<file path="config.mk">
export PLATFORM = sky130hd
export DESIGN_NAME = ultrasonic_echo_ranger_unit_flat
export DESIGN_NICKNAME = d
export VERILOG_FILES = /design/src/sv/uer_pkg.sv /design/src/sv/uer_if.sv /design/src/sv/uer_mac.sv /design/src/sv/uer_ctrl.sv /design/src/sv/ultrasonic_echo_ranger_unit.sv /design/src/flat_wrapper.sv
export SDC_FILE = /design/constraint.sdc
export NUM_CORES = 1
export LEC_CHECK = 0
export BUFFER_PORTS_ARGS = -buffer_cell sky130_fd_sc_hd__buf_2
export CORE_ASPECT_RATIO = 1.1
export CORE_MARGIN = 5
export CORE_UTILIZATION = 50
export CTS_CLUSTER_DIAMETER = 120
export DETAILED_ROUTE_END_ITERATION = 12
export GPL_ROUTABILITY_DRIVEN = 0
export GPL_TIMING_DRIVEN = 1
export PLACE_DENSITY = 0.73
export SLEW_MARGIN = 20
export SYNTH_ARGS = -nofsm -noshare
export SYNTH_HDL_FRONTEND = slang
export SYNTH_SLANG_ARGS = --single-unit
</file>
<file path="constraint.sdc">
create_clock -name clk -period 9.02 [get_ports clk]
set_input_delay 0.451 -clock clk [delete_from_list [all_inputs] [get_ports clk]]
set_output_delay 0.451 -clock clk [all_outputs]
set_load 0.02 [all_outputs]
</file>
<file path="src/sv/uer_pkg.sv">
// ----------------------------------------------------------------------------
// uer_pkg
// Shared types and constants for the ultrasonic echo ranger.
// ----------------------------------------------------------------------------
`default_nettype none

package uer_pkg;

  localparam int TIMER_WIDTH_DEF    = 24;
  localparam int DISTANCE_WIDTH_DEF = 17;

  localparam int CFG_DATA_W  = 24;
  localparam int CFG_INDEX_W = 3;
  localparam int INTERVAL_W  = 24;
  localparam int DIST_CFG_W  = 17;

  typedef enum logic [CFG_INDEX_W-1:0] {
    REG_INTERVAL  = 3'd0,
    REG_TIMEOUT   = 3'd1,
    REG_MIN_DIST  = 3'd2,
    REG_MAX_DIST  = 3'd3,
    REG_THRESHOLD = 3'd4
  } reg_index_t;

  localparam logic [INTERVAL_W-1:0] INTERVAL_RST  = 24'd500000;
  localparam logic [INTERVAL_W-1:0] TIMEOUT_RST   = 24'd30000;
  localparam logic [DIST_CFG_W-1:0] MIN_DIST_RST  = 17'd512;
  localparam logic [DIST_CFG_W-1:0] MAX_DIST_RST  = 17'd102400;
  localparam logic [DIST_CFG_W-1:0] THRESHOLD_RST = 17'd2560;

  // multiplier coefficients: speed of sound in Q0.16 cm per us round trip, EMA weights
  localparam int               COEF_W     = 11;
  localparam logic [COEF_W-1:0] SOUND_Q8  = 11'd1124;
  localparam logic [COEF_W-1:0] ALPHA_NEW = 11'd154;
  localparam logic [COEF_W-1:0] ALPHA_OLD = 11'd102;
  localparam int               ROUND_HALF = 128;

  localparam int LOW_TICKS  = 2;
  localparam int HIGH_TICKS = 10;

  typedef struct packed {
    logic [INTERVAL_W-1:0] interval;
    logic [INTERVAL_W-1:0] timeout;
    logic [DIST_CFG_W-1:0] min_dist;
    logic [DIST_CFG_W-1:0] max_dist;
    logic [DIST_CFG_W-1:0] threshold;
  } cfg_t;

  typedef enum logic [2:0] {
    PH_IDLE      = 3'd0,
    PH_TRIG_LOW  = 3'd1,
    PH_TRIG_HIGH = 3'd2,
    PH_WAIT_RISE = 3'd3,
    PH_WAIT_FALL = 3'd4
  } phase_t;

  typedef enum logic [2:0] {
    SQ_IDLE  = 3'd0,
    SQ_STEP  = 3'd1,
    SQ_RAW   = 3'd2,
    SQ_CHECK = 3'd3,
    SQ_NEW   = 3'd4,
    SQ_OLD   = 3'd5,
    SQ_FIN   = 3'd6,
    SQ_PUSH  = 3'd7
  } seq_t;

endpackage

`default_nettype wire

</file>
<file path="src/sv/uer_if.sv">
// ----------------------------------------------------------------------------
// uer_if
// Valid/ready channels: echo samples in, tick results out.
// ----------------------------------------------------------------------------
`default_nettype none

interface uer_in_if;
  logic valid;
  logic ready;
  logic echo_level;

  modport source (output valid, output echo_level, input ready);
  modport sink   (input valid, input echo_level, output ready);
endinterface

interface uer_out_if #(
  parameter int DISTANCE_WIDTH = uer_pkg::DISTANCE_WIDTH_DEF
);
  logic                      valid;
  logic                      ready;
  logic                      trigger_level;
  logic                      reading_ready;
  logic [DISTANCE_WIDTH-1:0] distance_q8;
  logic                      near_threshold;
  logic                      reading_rejected;
  logic                      measuring;

  modport source (output valid, output trigger_level, output reading_ready,
                  output distance_q8, output near_threshold,
                  output reading_rejected, output measuring, input ready);
  modport sink   (input valid, input trigger_level, input reading_ready,
                  input distance_q8, input near_threshold,
                  input reading_rejected, input measuring, output ready);
endinterface

`default_nettype wire

</file>
<file path="src/sv/uer_mac.sv">
// ----------------------------------------------------------------------------
// uer_mac
// Shared multiply-add unit, y = a * b + c, registered.
// ----------------------------------------------------------------------------
`default_nettype none

module uer_mac #(
  parameter int A_W = 24,
  parameter int C_W = 36
) (
  input  wire logic                      clk,
  input  wire logic                      en,
  input  wire logic [A_W-1:0]            a,
  input  wire logic [uer_pkg::COEF_W-1:0] b,
  input  wire logic [C_W-1:0]            c,
  output      logic [C_W-1:0]            y
);
  import uer_pkg::*;

  logic [A_W+COEF_W-1:0] prod;

  assign prod = a * b;

  always_ff @(posedge clk) begin
    if (en) begin
      y <= C_W'(prod) + c;
    end
  end

endmodule

`default_nettype wire

</file>
<file path="src/sv/uer_ctrl.sv">
// ----------------------------------------------------------------------------
// uer_ctrl
// Tick sequencer: trigger/echo phase machine, distance and EMA steps on the
// shared multiply-add unit, output register.
// ----------------------------------------------------------------------------
`default_nettype none

module uer_ctrl #(
  parameter int TIMER_WIDTH    = uer_pkg::TIMER_WIDTH_DEF,
  parameter int DISTANCE_WIDTH = uer_pkg::DISTANCE_WIDTH_DEF,
  parameter int MW             = 24,
  parameter int PW             = 36
) (
  input  wire logic                       clk,
  input  wire logic                       rst,
  input  wire uer_pkg::cfg_t              cfg,
  uer_in_if.sink                          echo_in,
  uer_out_if.source                       result_out,
  output      logic                       mac_en,
  output      logic [MW-1:0]              mac_a,
  output      logic [uer_pkg::COEF_W-1:0] mac_b,
  output      logic [PW-1:0]              mac_c,
  input  wire logic [PW-1:0]              mac_y
);
  import uer_pkg::*;

  localparam int TW  = TIMER_WIDTH;
  localparam int DW  = DISTANCE_WIDTH;
  localparam int CW  = (TW > INTERVAL_W) ? TW : INTERVAL_W;
  localparam int RW  = PW - 8;
  localparam int DCW = (DW > DIST_CFG_W) ? DW : DIST_CFG_W;
  localparam logic [TW-1:0] TMAX = {TW{1'b1}};
  localparam logic [DW-1:0] DMAX = {DW{1'b1}};

  function automatic logic [TW-1:0] sat_inc(input logic [TW-1:0] v);
    return (v == TMAX) ? v : v + 1'b1;
  endfunction

  function automatic logic expired(input logic [TW-1:0] t, input logic [INTERVAL_W-1:0] lim);
    return (t == TMAX) || (CW'(t) > CW'(lim));
  endfunction

  function automatic logic [DW-1:0] clamp_d(input logic [RW-1:0] v);
    return (v > RW'(DMAX)) ? DMAX : v[DW-1:0];
  endfunction

  seq_t   sq, sq_next;
  phase_t phase, phase_next;

  logic [TW-1:0] timer, timer_next, timer_sat;
  logic [TW-1:0] dur, dur_next, dur_sat;
  logic [TW-1:0] slr, slr_next, slr_inc;
  logic          trig_tick, fall_tick;

  logic          echo;
  logic          has_seed, use_seed;
  logic [DW-1:0] smooth, fresh;
  logic [RW-1:0] raw;
  logic          raw_bad;
  logic [DW-1:0] ema;

  logic r_trig, r_ready, r_near, r_rej, r_meas;
  logic out_valid, o_trig, o_ready, o_near, o_rej, o_meas;
  logic [DW-1:0] o_dist;
  logic accept, slot_free, load;

  assign accept    = echo_in.valid && echo_in.ready;
  assign slot_free = !out_valid || result_out.ready;

  // one tick of the trigger/echo phase machine
  always_comb begin
    slr_inc    = sat_inc(slr);
    timer_sat  = sat_inc(timer);
    dur_sat    = sat_inc(dur);
    phase_next = phase;
    timer_next = timer;
    dur_next   = dur;
    slr_next   = slr_inc;
    trig_tick  = 1'b0;
    fall_tick  = 1'b0;
    unique case (phase)
      PH_IDLE: begin
        if (slr_inc == TMAX || CW'(slr_inc) >= CW'(cfg.interval)) begin
          phase_next = PH_TRIG_LOW;
          timer_next = '0;
        end
      end
      PH_TRIG_LOW: begin
        timer_next = timer_sat;
        if (timer_sat >= TW'(LOW_TICKS)) begin
          phase_next = PH_TRIG_HIGH;
          timer_next = '0;
        end
      end
      PH_TRIG_HIGH: begin
        trig_tick  = 1'b1;
        timer_next = timer_sat;
        if (timer_sat >= TW'(HIGH_TICKS)) begin
          phase_next = PH_WAIT_RISE;
          timer_next = '0;
        end
      end
      PH_WAIT_RISE: begin
        if (echo) begin
          phase_next = PH_WAIT_FALL;
          dur_next   = '0;
        end else begin
          timer_next = timer_sat;
          if (expired(timer_sat, cfg.timeout)) begin
            phase_next = PH_IDLE;
          end
        end
      end
      PH_WAIT_FALL: begin
        dur_next = dur_sat;
        if (!echo) begin
          fall_tick  = 1'b1;
          slr_next   = '0;
          phase_next = PH_IDLE;
        end else if (expired(dur_sat, cfg.timeout)) begin
          phase_next = PH_IDLE;
        end
      end
      default: phase_next = PH_IDLE;
    endcase
  end

  assign raw     = mac_y[PW-1:8];
  assign raw_bad = (raw < RW'(cfg.min_dist)) || (raw > RW'(cfg.max_dist));
  assign ema     = use_seed ? fresh : clamp_d(raw);

  // sequencer next state
  always_comb begin
    sq_next = sq;
    unique case (sq)
      SQ_IDLE:  if (accept) sq_next = SQ_STEP;
      SQ_STEP:  sq_next = fall_tick ? SQ_RAW : SQ_PUSH;
      SQ_RAW:   sq_next = SQ_CHECK;
      SQ_CHECK: begin
        if (raw_bad) begin
          sq_next = SQ_PUSH;
        end else if (!has_seed) begin
          sq_next = SQ_FIN;
        end else begin
          sq_next = SQ_NEW;
        end
      end
      SQ_NEW:   sq_next = SQ_OLD;
      SQ_OLD:   sq_next = SQ_FIN;
      SQ_FIN:   sq_next = SQ_PUSH;
      SQ_PUSH:  if (slot_free) sq_next = SQ_IDLE;
      default:  sq_next = SQ_IDLE;
    endcase
  end

  // sequencer outputs
  always_comb begin
    echo_in.ready = 1'b0;
    load          = 1'b0;
    mac_en        = 1'b0;
    mac_a         = '0;
    mac_b         = '0;
    mac_c         = '0;
    unique case (sq)
      SQ_IDLE: echo_in.ready = 1'b1;
      SQ_RAW: begin
        mac_en = 1'b1;
        mac_a  = MW'(dur);
        mac_b  = SOUND_Q8;
      end
      SQ_NEW: begin
        mac_en = 1'b1;
        mac_a  = MW'(fresh);
        mac_b  = ALPHA_NEW;
        mac_c  = PW'(ROUND_HALF);
      end
      SQ_OLD: begin
        mac_en = 1'b1;
        mac_a  = MW'(smooth);
        mac_b  = ALPHA_OLD;
        mac_c  = mac_y;
      end
      SQ_PUSH: load = slot_free;
      default: ;
    endcase
  end

  always_ff @(posedge clk) begin
    if (rst) begin
      sq        <= SQ_IDLE;
      phase     <= PH_IDLE;
      timer     <= '0;
      dur       <= '0;
      slr       <= TMAX;
      smooth    <= '0;
      has_seed  <= 1'b0;
      out_valid <= 1'b0;
    end else begin
      sq <= sq_next;
      if (sq == SQ_STEP) begin
        phase <= phase_next;
        timer <= timer_next;
        dur   <= dur_next;
        slr   <= slr_next;
      end
      if (sq == SQ_CHECK && raw_bad) begin
        smooth   <= '0;
        has_seed <= 1'b0;
      end
      if (sq == SQ_FIN) begin
        smooth   <= ema;
        has_seed <= 1'b1;
      end
      if (load) begin
        out_valid <= 1'b1;
      end else if (result_out.ready) begin
        out_valid <= 1'b0;
      end
    end
  end

  always_ff @(posedge clk) begin
    if (accept) begin
      echo <= echo_in.echo_level;
    end
    if (sq == SQ_STEP) begin
      r_trig  <= trig_tick;
      r_meas  <= (phase != PH_IDLE) || (phase_next != PH_IDLE);
      r_ready <= 1'b0;
      r_near  <= 1'b0;
      r_rej   <= 1'b0;
    end
    if (sq == SQ_CHECK) begin
      r_rej    <= raw_bad;
      fresh    <= clamp_d(raw);
      use_seed <= !has_seed;
    end
    if (sq == SQ_FIN) begin
      r_ready <= 1'b1;
      r_near  <= DCW'(ema) <= DCW'(cfg.threshold);
    end
    if (load) begin
      o_trig  <= r_trig;
      o_ready <= r_ready;
      o_dist  <= smooth;
      o_near  <= r_near;
      o_rej   <= r_rej;
      o_meas  <= r_meas;
    end
  end

  assign result_out.valid            = out_valid;
  assign result_out.trigger_level    = o_trig;
  assign result_out.reading_ready    = o_ready;
  assign result_out.distance_q8      = o_dist;
  assign result_out.near_threshold   = o_near;
  assign result_out.reading_rejected = o_rej;
  assign result_out.measuring        = o_meas;

  a_one_at_a_time: assert property (@(posedge clk) disable iff (rst)
    accept |=> !echo_in.ready)
    else $error("input taken while a tick is in progress");

  a_ready_xor_rej: assert property (@(posedge clk) disable iff (rst)
    out_valid |-> !(o_ready && o_rej))
    else $error("reading both accepted and rejected");

  a_near_needs_ready: assert property (@(posedge clk) disable iff (rst)
    (out_valid && o_near) |-> o_ready)
    else $error("near flag without a reading");

  a_trig_measuring: assert property (@(posedge clk) disable iff (rst)
    (out_valid && o_trig) |-> o_meas)
    else $error("trigger high outside a measurement");

endmodule

`default_nettype wire

</file>
<file path="src/sv/ultrasonic_echo_ranger_unit.sv">
// ----------------------------------------------------------------------------
// ultrasonic_echo_ranger_unit
// Ultrasonic time-of-flight ranger, one echo sample per microsecond tick in,
// one result per tick out: trigger pulse, echo timing, range check, EMA.
//
//   channel     dir  handshake        payload
//   echo_in     in   valid/ready      echo_level
//   result_out  out  valid/ready      trigger_level, reading_ready,
//                                     distance_q8, near_threshold,
//                                     reading_rejected, measuring
//   cfg         in   cfg_we           cfg_index, cfg_data
//
// A tick passes SQ_STEP and SQ_PUSH to the output register; an echo fall adds
// SQ_RAW (distance multiply) and SQ_CHECK, then SQ_PUSH when rejected, SQ_FIN
// first when it seeds the average, SQ_NEW, SQ_OLD, SQ_FIN when it updates it,
// the two EMA multiply-adds taking turns on the one shared multiply-add unit.
// Only one tick is in the block at a time; echo_in.ready is high in idle.
// A finished result waits in the output register; a new tick can be taken
// meanwhile, and only its own transfer out waits on result_out.ready.
// Reset is synchronous; no clearing pass.
// ----------------------------------------------------------------------------
`default_nettype none

module ultrasonic_echo_ranger_unit #(
  parameter int TIMER_WIDTH    = uer_pkg::TIMER_WIDTH_DEF,
  parameter int DISTANCE_WIDTH = uer_pkg::DISTANCE_WIDTH_DEF
) (
  input  wire logic                           clk,
  input  wire logic                           rst,
  input  wire logic                           cfg_we,
  input  wire logic [uer_pkg::CFG_INDEX_W-1:0] cfg_index,
  input  wire logic [uer_pkg::CFG_DATA_W-1:0]  cfg_data,
  uer_in_if.sink                              echo_in,
  uer_out_if.source                           result_out
);
  import uer_pkg::*;

  localparam int MW = (TIMER_WIDTH > DISTANCE_WIDTH) ? TIMER_WIDTH : DISTANCE_WIDTH;
  localparam int PW = MW + COEF_W + 1;

  cfg_t cfg;

  logic              mac_en;
  logic [MW-1:0]     mac_a;
  logic [COEF_W-1:0] mac_b;
  logic [PW-1:0]     mac_c;
  logic [PW-1:0]     mac_y;

  always_ff @(posedge clk) begin
    if (rst) begin
      cfg.interval  <= INTERVAL_RST;
      cfg.timeout   <= TIMEOUT_RST;
      cfg.min_dist  <= MIN_DIST_RST;
      cfg.max_dist  <= MAX_DIST_RST;
      cfg.threshold <= THRESHOLD_RST;
    end else if (cfg_we) begin
      unique case (cfg_index)
        REG_INTERVAL:  cfg.interval  <= cfg_data[INTERVAL_W-1:0];
        REG_TIMEOUT:   cfg.timeout   <= cfg_data[INTERVAL_W-1:0];
        REG_MIN_DIST:  cfg.min_dist  <= cfg_data[DIST_CFG_W-1:0];
        REG_MAX_DIST:  cfg.max_dist  <= cfg_data[DIST_CFG_W-1:0];
        REG_THRESHOLD: cfg.threshold <= cfg_data[DIST_CFG_W-1:0];
        default: ;
      endcase
    end
  end

  uer_ctrl #(
    .TIMER_WIDTH    (TIMER_WIDTH),
    .DISTANCE_WIDTH (DISTANCE_WIDTH),
    .MW             (MW),
    .PW             (PW)
  ) u_ctrl (
    .clk        (clk),
    .rst        (rst),
    .cfg        (cfg),
    .echo_in    (echo_in),
    .result_out (result_out),
    .mac_en     (mac_en),
    .mac_a      (mac_a),
    .mac_b      (mac_b),
    .mac_c      (mac_c),
    .mac_y      (mac_y)
  );

  uer_mac #(
    .A_W (MW),
    .C_W (PW)
  ) u_mac (
    .clk (clk),
    .en  (mac_en),
    .a   (mac_a),
    .b   (mac_b),
    .c   (mac_c),
    .y   (mac_y)
  );

endmodule

`default_nettype wire
</file>
<file path="src/flat_wrapper.sv">
// flat-port wrapper written by rule: the top's interface ports become plain ports
module ultrasonic_echo_ranger_unit_flat import uer_pkg::*;
#(
  parameter int TIMER_WIDTH    = uer_pkg::TIMER_WIDTH_DEF,
  parameter int DISTANCE_WIDTH = uer_pkg::DISTANCE_WIDTH_DEF
)
  (clk, rst, cfg_we, cfg_index, cfg_data, echo_in_valid, echo_in_echo_level, echo_in_ready, result_out_valid, result_out_trigger_level, result_out_reading_ready, result_out_distance_q8, result_out_near_threshold, result_out_reading_rejected, result_out_measuring, result_out_ready);
  uer_in_if echo_in_i ();
  uer_out_if #(.DISTANCE_WIDTH(DISTANCE_WIDTH)) result_out_i ();
  input  wire logic clk;
  input  wire logic rst;
  input  wire logic cfg_we;
  input  wire logic [uer_pkg::CFG_INDEX_W-1:0] cfg_index;
  input  wire logic [uer_pkg::CFG_DATA_W-1:0] cfg_data;
  input wire logic [$bits(echo_in_i.valid)-1:0] echo_in_valid;
  input wire logic [$bits(echo_in_i.echo_level)-1:0] echo_in_echo_level;
  output wire logic [$bits(echo_in_i.ready)-1:0] echo_in_ready;
  output wire logic [$bits(result_out_i.valid)-1:0] result_out_valid;
  output wire logic [$bits(result_out_i.trigger_level)-1:0] result_out_trigger_level;
  output wire logic [$bits(result_out_i.reading_ready)-1:0] result_out_reading_ready;
  output wire logic [$bits(result_out_i.distance_q8)-1:0] result_out_distance_q8;
  output wire logic [$bits(result_out_i.near_threshold)-1:0] result_out_near_threshold;
  output wire logic [$bits(result_out_i.reading_rejected)-1:0] result_out_reading_rejected;
  output wire logic [$bits(result_out_i.measuring)-1:0] result_out_measuring;
  input wire logic [$bits(result_out_i.ready)-1:0] result_out_ready;
  assign echo_in_i.valid = echo_in_valid;
  assign echo_in_i.echo_level = echo_in_echo_level;
  assign echo_in_ready = echo_in_i.ready;
  assign result_out_valid = result_out_i.valid;
  assign result_out_trigger_level = result_out_i.trigger_level;
  assign result_out_reading_ready = result_out_i.reading_ready;
  assign result_out_distance_q8 = result_out_i.distance_q8;
  assign result_out_near_threshold = result_out_i.near_threshold;
  assign result_out_reading_rejected = result_out_i.reading_rejected;
  assign result_out_measuring = result_out_i.measuring;
  assign result_out_i.ready = result_out_ready;
  ultrasonic_echo_ranger_unit #(.TIMER_WIDTH(TIMER_WIDTH), .DISTANCE_WIDTH(DISTANCE_WIDTH)) u_core (.clk(clk), .rst(rst), .cfg_we(cfg_we), .cfg_index(cfg_index), .cfg_data(cfg_data), .echo_in(echo_in_i), .result_out(result_out_i));
endmodule
</file>
Word-level counts from Yosys, hierarchy flattened
Index checks and enable logic that the tools add are counted.

storage, ports and cells
  bits in registers = 278
  input port bits = 33
  output and inout bits = 24
  word-level logic and storage cells = 144

cells by class
  add/sub/neg operators = 4
  $mul = 1
  $lt $le $gt $ge = 9
  eq/ne operators = 26
  muxes and demuxes = 46
  reductions and logical operators = 30

operators with widths
  kind                   number
  $mux 24                10
  $eq 24x24->1 const B   6
  $pmux 24 s4            1
  $add 24x1->24 const B  3
  $pmux 24 s3            1
  $pmux 36 s2            1
  $mux 17                4
  $gt 24x24->1           2
  $pmux 24 s2            1
  $add 35x36->36         1
  $mul 24x11->35         1
  $pmux 11 s3            1
  $mux 3                 10
  $gt 28x17->1           1
  $gt 28x17->1 const B   1
  $lt 28x17->1           1
  $ge 24x2->1 const B    1
  $ge 24x24->1           1
  $ge 24x4->1 const B    1
  $pmux 3 s8             1
  $eq 3x2->1 const B     6
  $eq 3x3->1 const B     6
  $le 17x17->1           1
  $pmux 3 s5             1
  15 further kinds       53

Longest topological paths before layout
  depth in word-level cells = 9
  mapped depth = 27

By module
A second synthesis with hierarchy kept.

unflattened totals
  cells, all modules = 2949
  area total of the unflattened synthesis = 26411.6 um^2

by module, submodules not included
  module                       times used  cells each  area each (um^2)
  uer_ctrl                     1           1379        11770.0
  uer_mac                      1           1201        10686.5
  ultrasonic_echo_ranger_unit  1           369         3955.0

Worst setup path before layout
OpenSTA, ideal clock, no wires.

  kind = register -> register
  from = reg u_core.u_ctrl.sq[1]
  to = reg u_core.u_mac.y[34], data pin
  data arrival time = 6.158 ns
  required time = 8.762 ns
  slack = 2.605 ns
  cell stages (with the launch flop) = 25
  period minus slack after synthesis = 6.415 ns
  cells stage by stage = dfxtp_1 > clkbuf_1 > inv_1 > and3_1 > clkbuf_1 > a21oi_1 > inv_1 > fa_1 > inv_1 > fa_1 > inv_1 > fa_1 > fa_1 > inv_1 > fa_1 > inv_1 > ha_1 > a211o_1 > o32ai_1 > or2_2 > o31ai_1 > o41ai_1 > o211ai_1 > a21oi_1 > xnor2_1

between the ends
  longest elaborated chain between the ends = 4
  elaborated cells between the ends (all ways) = 8
  classes of those cells = 1 x add/sub; 1 x mul; 3 x eq/ne; 3 x mux

RTL lines
  what                                        line             source
  from (decl)                                 uer_ctrl.sv:47   seq_t sq, sq_next;
  from (signal assigned)                      uer_ctrl.sv:199  sq <= sq_next;
  $eq 3x3->1 or $eq 3x2->1 (tied branches)    uer_ctrl.sv:164  unique case (sq)
  $pmux 24 s3 or $pmux 11 s3 (tied branches)  uer_ctrl.sv:164
  $mul 24x11->35                              uer_mac.sv:22    assign prod = a * b;
  $add 35x36->36 *                            uer_mac.sv:26    y <= C_W'(prod) + c;
  to (signal assigned)                        uer_mac.sv:26
  to (decl)                                   uer_mac.sv:16    output logic [C_W-1:0] y

Mark *: on every way between the ends. The rest lies on a longest branch, timed or not.
A chain may end at the register's enable or synchronous reset.

Worst setup path after layout
  from = reg u_core.u_ctrl.sq[1]
  to = reg u_core.u_mac.y[35], data pin

The elaborated chain is that of the path after synthesis.

==> impl_metrics.json <==
{
  "period_minus_slack_ns": 7.38,
  "combPwrFrac_pct": 31.6,
  "cap_viol_max_count": 0,
  "row_count": 82,
  "hp-class": "input pin to register",
  "die_w_um": 214,
  "cts-htree-levels": 2,
  "initial_core_util_pct": 50.4,
  "skew_ns": 0.0166,
  "crit_top_cell": "inv_1",
  "power.leakage_nw": 11.2,
  "drv_slew": 0,
  "cp_max_fo": 25,
  "die_h_um": 234,
  "setup_viol": 0,
  "slew_headroom_pct": 22.6,
  "startpoint_type": "register",
  "ys_types": 88,
  "drt-initial-drc-count": 1597,
  "critPathTopFamily": "adder cells",
  "grt_start_max_net_pins": 102,
  "grt_pass1_wl_um": 99000,
  "run_status": "finished, final reports clean",
  "cts_setup_buffers": 0,
  "async_reset_ff_share_pct": 0,
  "clk_pin_slew_ns": 0.06,
  "place_inst": 3253,
  "clock-sinks": 277,
  "syn_avg_cell_area_um2": 8.52,
  "irDropWorstVdd_v": 0.000122,
  "crit_chain": "inv_1 > nor3_4 > and2_1 > nand2b_1 > inv_1 > fa_1 > fa_1 > inv_1 > ha_1 > fa_1 > inv_1 > fa_1 > inv_1 > ha_1 > nand3_1 > nor2_1 > o31a_1 > o311ai_1 > nand2_1 > o21ai_0 > o21ai_1 > o41ai_1 > xnor2_1",
  "ys_seq_elements": 277,
  "fmax_ghz": 0.136,
  "vias_per_cell": 5.71,
  "crit_arrival_ns": 7.67,
  "netlist_area_um2": 22900,
  "drc": 0,
  "layout.cells.non_filler": 3315,
  "p_int_w": 0.00286,
  "sw_frac_of_total_pct": 36.1,
  "clk-insertion-delay-late_ns": 0.56,
  "synthTopCellsByCount": "inv_1 (460), nand2_1 (333), ha_1 (231)",
  "cpMaxStageDelayCell": "o311ai_1",
  "cpPeakStageDelay_ns": 0.74,
  "cts_tree": "yes",
  "final_antenna_net_count": 0,
  "numCtsBuffers": 34,
  "yosysTopAreaCellShare_pct": 17.2,
  "seq_area_frac_synth_pct": 27.7,
  "dr_total_vias": 18923,
  "antenna_found_initial": 2,
  "rsz0062_at_grt": "no",
  "yosysWarnings": 0,
  "clkPwrFrac_pct": 33.5,
  "synth_flop_cell": "dfxtp_1",
  "fin_area_um2": 24900,
  "syn_inst": 2687,
  "post-dp-hpwl_um": 46700,
  "diodes": 0,
  "gr-total-overflow": 0,
  "crit_path_end_kind": "register",
  "area_growth_pct": 8.70,
  "place_area_um2": 23700,
  "final_hold_viol_count": 0,
  "synth_edf_count": 80,
  "portBuffers": 56,
  "core_area_um2": 45500,
  "switching_power_w": 0.00162,
  "drive_above_1_share_pct": 6.82,
  "gr-usage-all-layers_pct": 24.1,
  "nNetsFinal": 3126,
  "power_frac_seq_pct": 34.9,
  "synth_largest_area_cell": "dfxtp_1",
  "synthTopCellsByArea": "dfxtp_1 (17%), fa_1 (14%), ha_1 (13%)",
  "powerDensity_nw_per_um2": 180,
  "final.setup.tns_ns": 0,
  "hold_buffers": 0,
  "die-area_um2": 50200,
  "worst_slew_pin_slew_ns": 1.15,
  "num_io_pins": 57,
  "crit_type": "register to register",
  "dr.pass1.iters": 6,
  "critPathBufInv": 5,
  "fin_crit_sh_pct": 81.8,
  "cts_root_buffer": "clkbuf_16",
  "clockBufferDepth": 3,
  "cp.required_ns": 9.31,
  "first_global_vias": 18731,
  "wire_per_inst_um": 18.3,
  "yosysMostFrequentCell": "inv_1",
  "routed_wl_um": 60700,
  "cts_resized": 0
}
final timing paths:
path,startpoint,end,slack [ns],depth (start not counted)
worst max register to register,u_core.u_ctrl.sq[1],u_core.u_mac.y[35],1.64,23
worst max-delay path,u_core.u_ctrl.sq[1],u_core.u_mac.y[35],1.64,23
worst min register to register,u_core.u_ctrl.r_meas,u_core.u_ctrl.result_out.measuring,0.42,0
worst min-delay path,echo_in_echo_level,u_core.u_ctrl.echo,0.1,1
layout by cell type (no fill, tap or decap), types with 25 or more instances in the layout:
cell,n
and3_1,29
xor2_1,25
buf_2,55
xnor2_1,63
ha_1,231
dfxtp_1,197
nand2_1,333
nor2_1,107
edfxtp_1,80
o21ai_0,75
nand3_1,79
a21oi_1,184
nand4_1,36
conb_1,28
and2_1,59
o211ai_1,27
fa_1,161
inv_1,460
nand2b_1,31
clkbuf_16,36
a21o_1,28
nor3_1,41
through the flow:
| step | total power, W | hold WS [ns] | utilization [%] | setup slack [ns] |
|---|---|---|---|---|
| 5_1_grt | 0.00476 | 0.0877 | 54.8 | 1.25 |
| 4_1_cts | 0.00449 | 0.0696 | 54.7 | 1.43 |
| 3_3_place_gp | 0.00292 | 0.405 | 52.0 | 1.72 |
| 3_5_place_dp | 0.00297 | 0.408 | 52.0 | 1.47 |
| 2_1_floorplan | 0.00257 | 0.400 | - | 2.60 |
| 6_report | 0.00448 | 0.0978 | 54.8 | 1.64 |
cell type report:
| class | instances | area, µm² |
|---|---|---|
| clock buffers | 43 | 967 |
| inverters | 461 | 1730 |
| flip-flops and latches | 277 | 6350 |
| repair buffers | 69 | 380 |
| well taps | 588 | 736 |
| fillers | 4041 | 20600 |
| multi-input cells | 1858 | 14500 |
| clock inverters | 19 | 260 |
power groups by stage:
stage	logic (W)	clock network (W)	registers (W)
after floorplan	0.00108	0	0.00150
after global placement	0.00135	0	0.00158
after detailed placement	0.00139	0	0.00158
after CTS	0.00141	0.00152	0.00156
after global routing	0.00161	0.00157	0.00157
final	0.00141	0.00150	0.00157
sequential cells by signal, indices dropped and copies added, names as in the netlist, 3 cells and up:
name / cells
u_core.u_ctrl.fresh: 17
u_core.u_ctrl.slr: 24
u_core.u_ctrl.sq: 3
u_core.u_mac.y: 35
u_core.u_ctrl.phase: 3
u_core.cfg: 99
u_core.u_ctrl.dur: 24
u_core.u_ctrl.timer: 24
u_core.u_ctrl.result_out.distance_q8: 17
u_core.u_ctrl.smooth: 17
cell families (layout without fill, tap and decap cells):
logic type | after synthesis | after routing | synth area share, %
mux | 4 | 4 | 0.186
compound gates | 508 | 508 | 14.3
buf+inv | 578 | 592 | 9.65
xor+xnor | 88 | 88 | 3.37
flops | 277 | 277 | 27.7
simple gates | 838 | 838 | 18.1
fa+ha+maj | 392 | 392 | 26.7
other cells | 2 | 28 | 0.0328
metal layers:
metal / routed length [µm] / global-route usage, %
met4: 1960 / 8.11
met1: 25900 / 32.2
met3: 4310 / 3.24
met2: 28400 / 40.7
met5: 0 / 0
(Power assumes the default switching activity.)
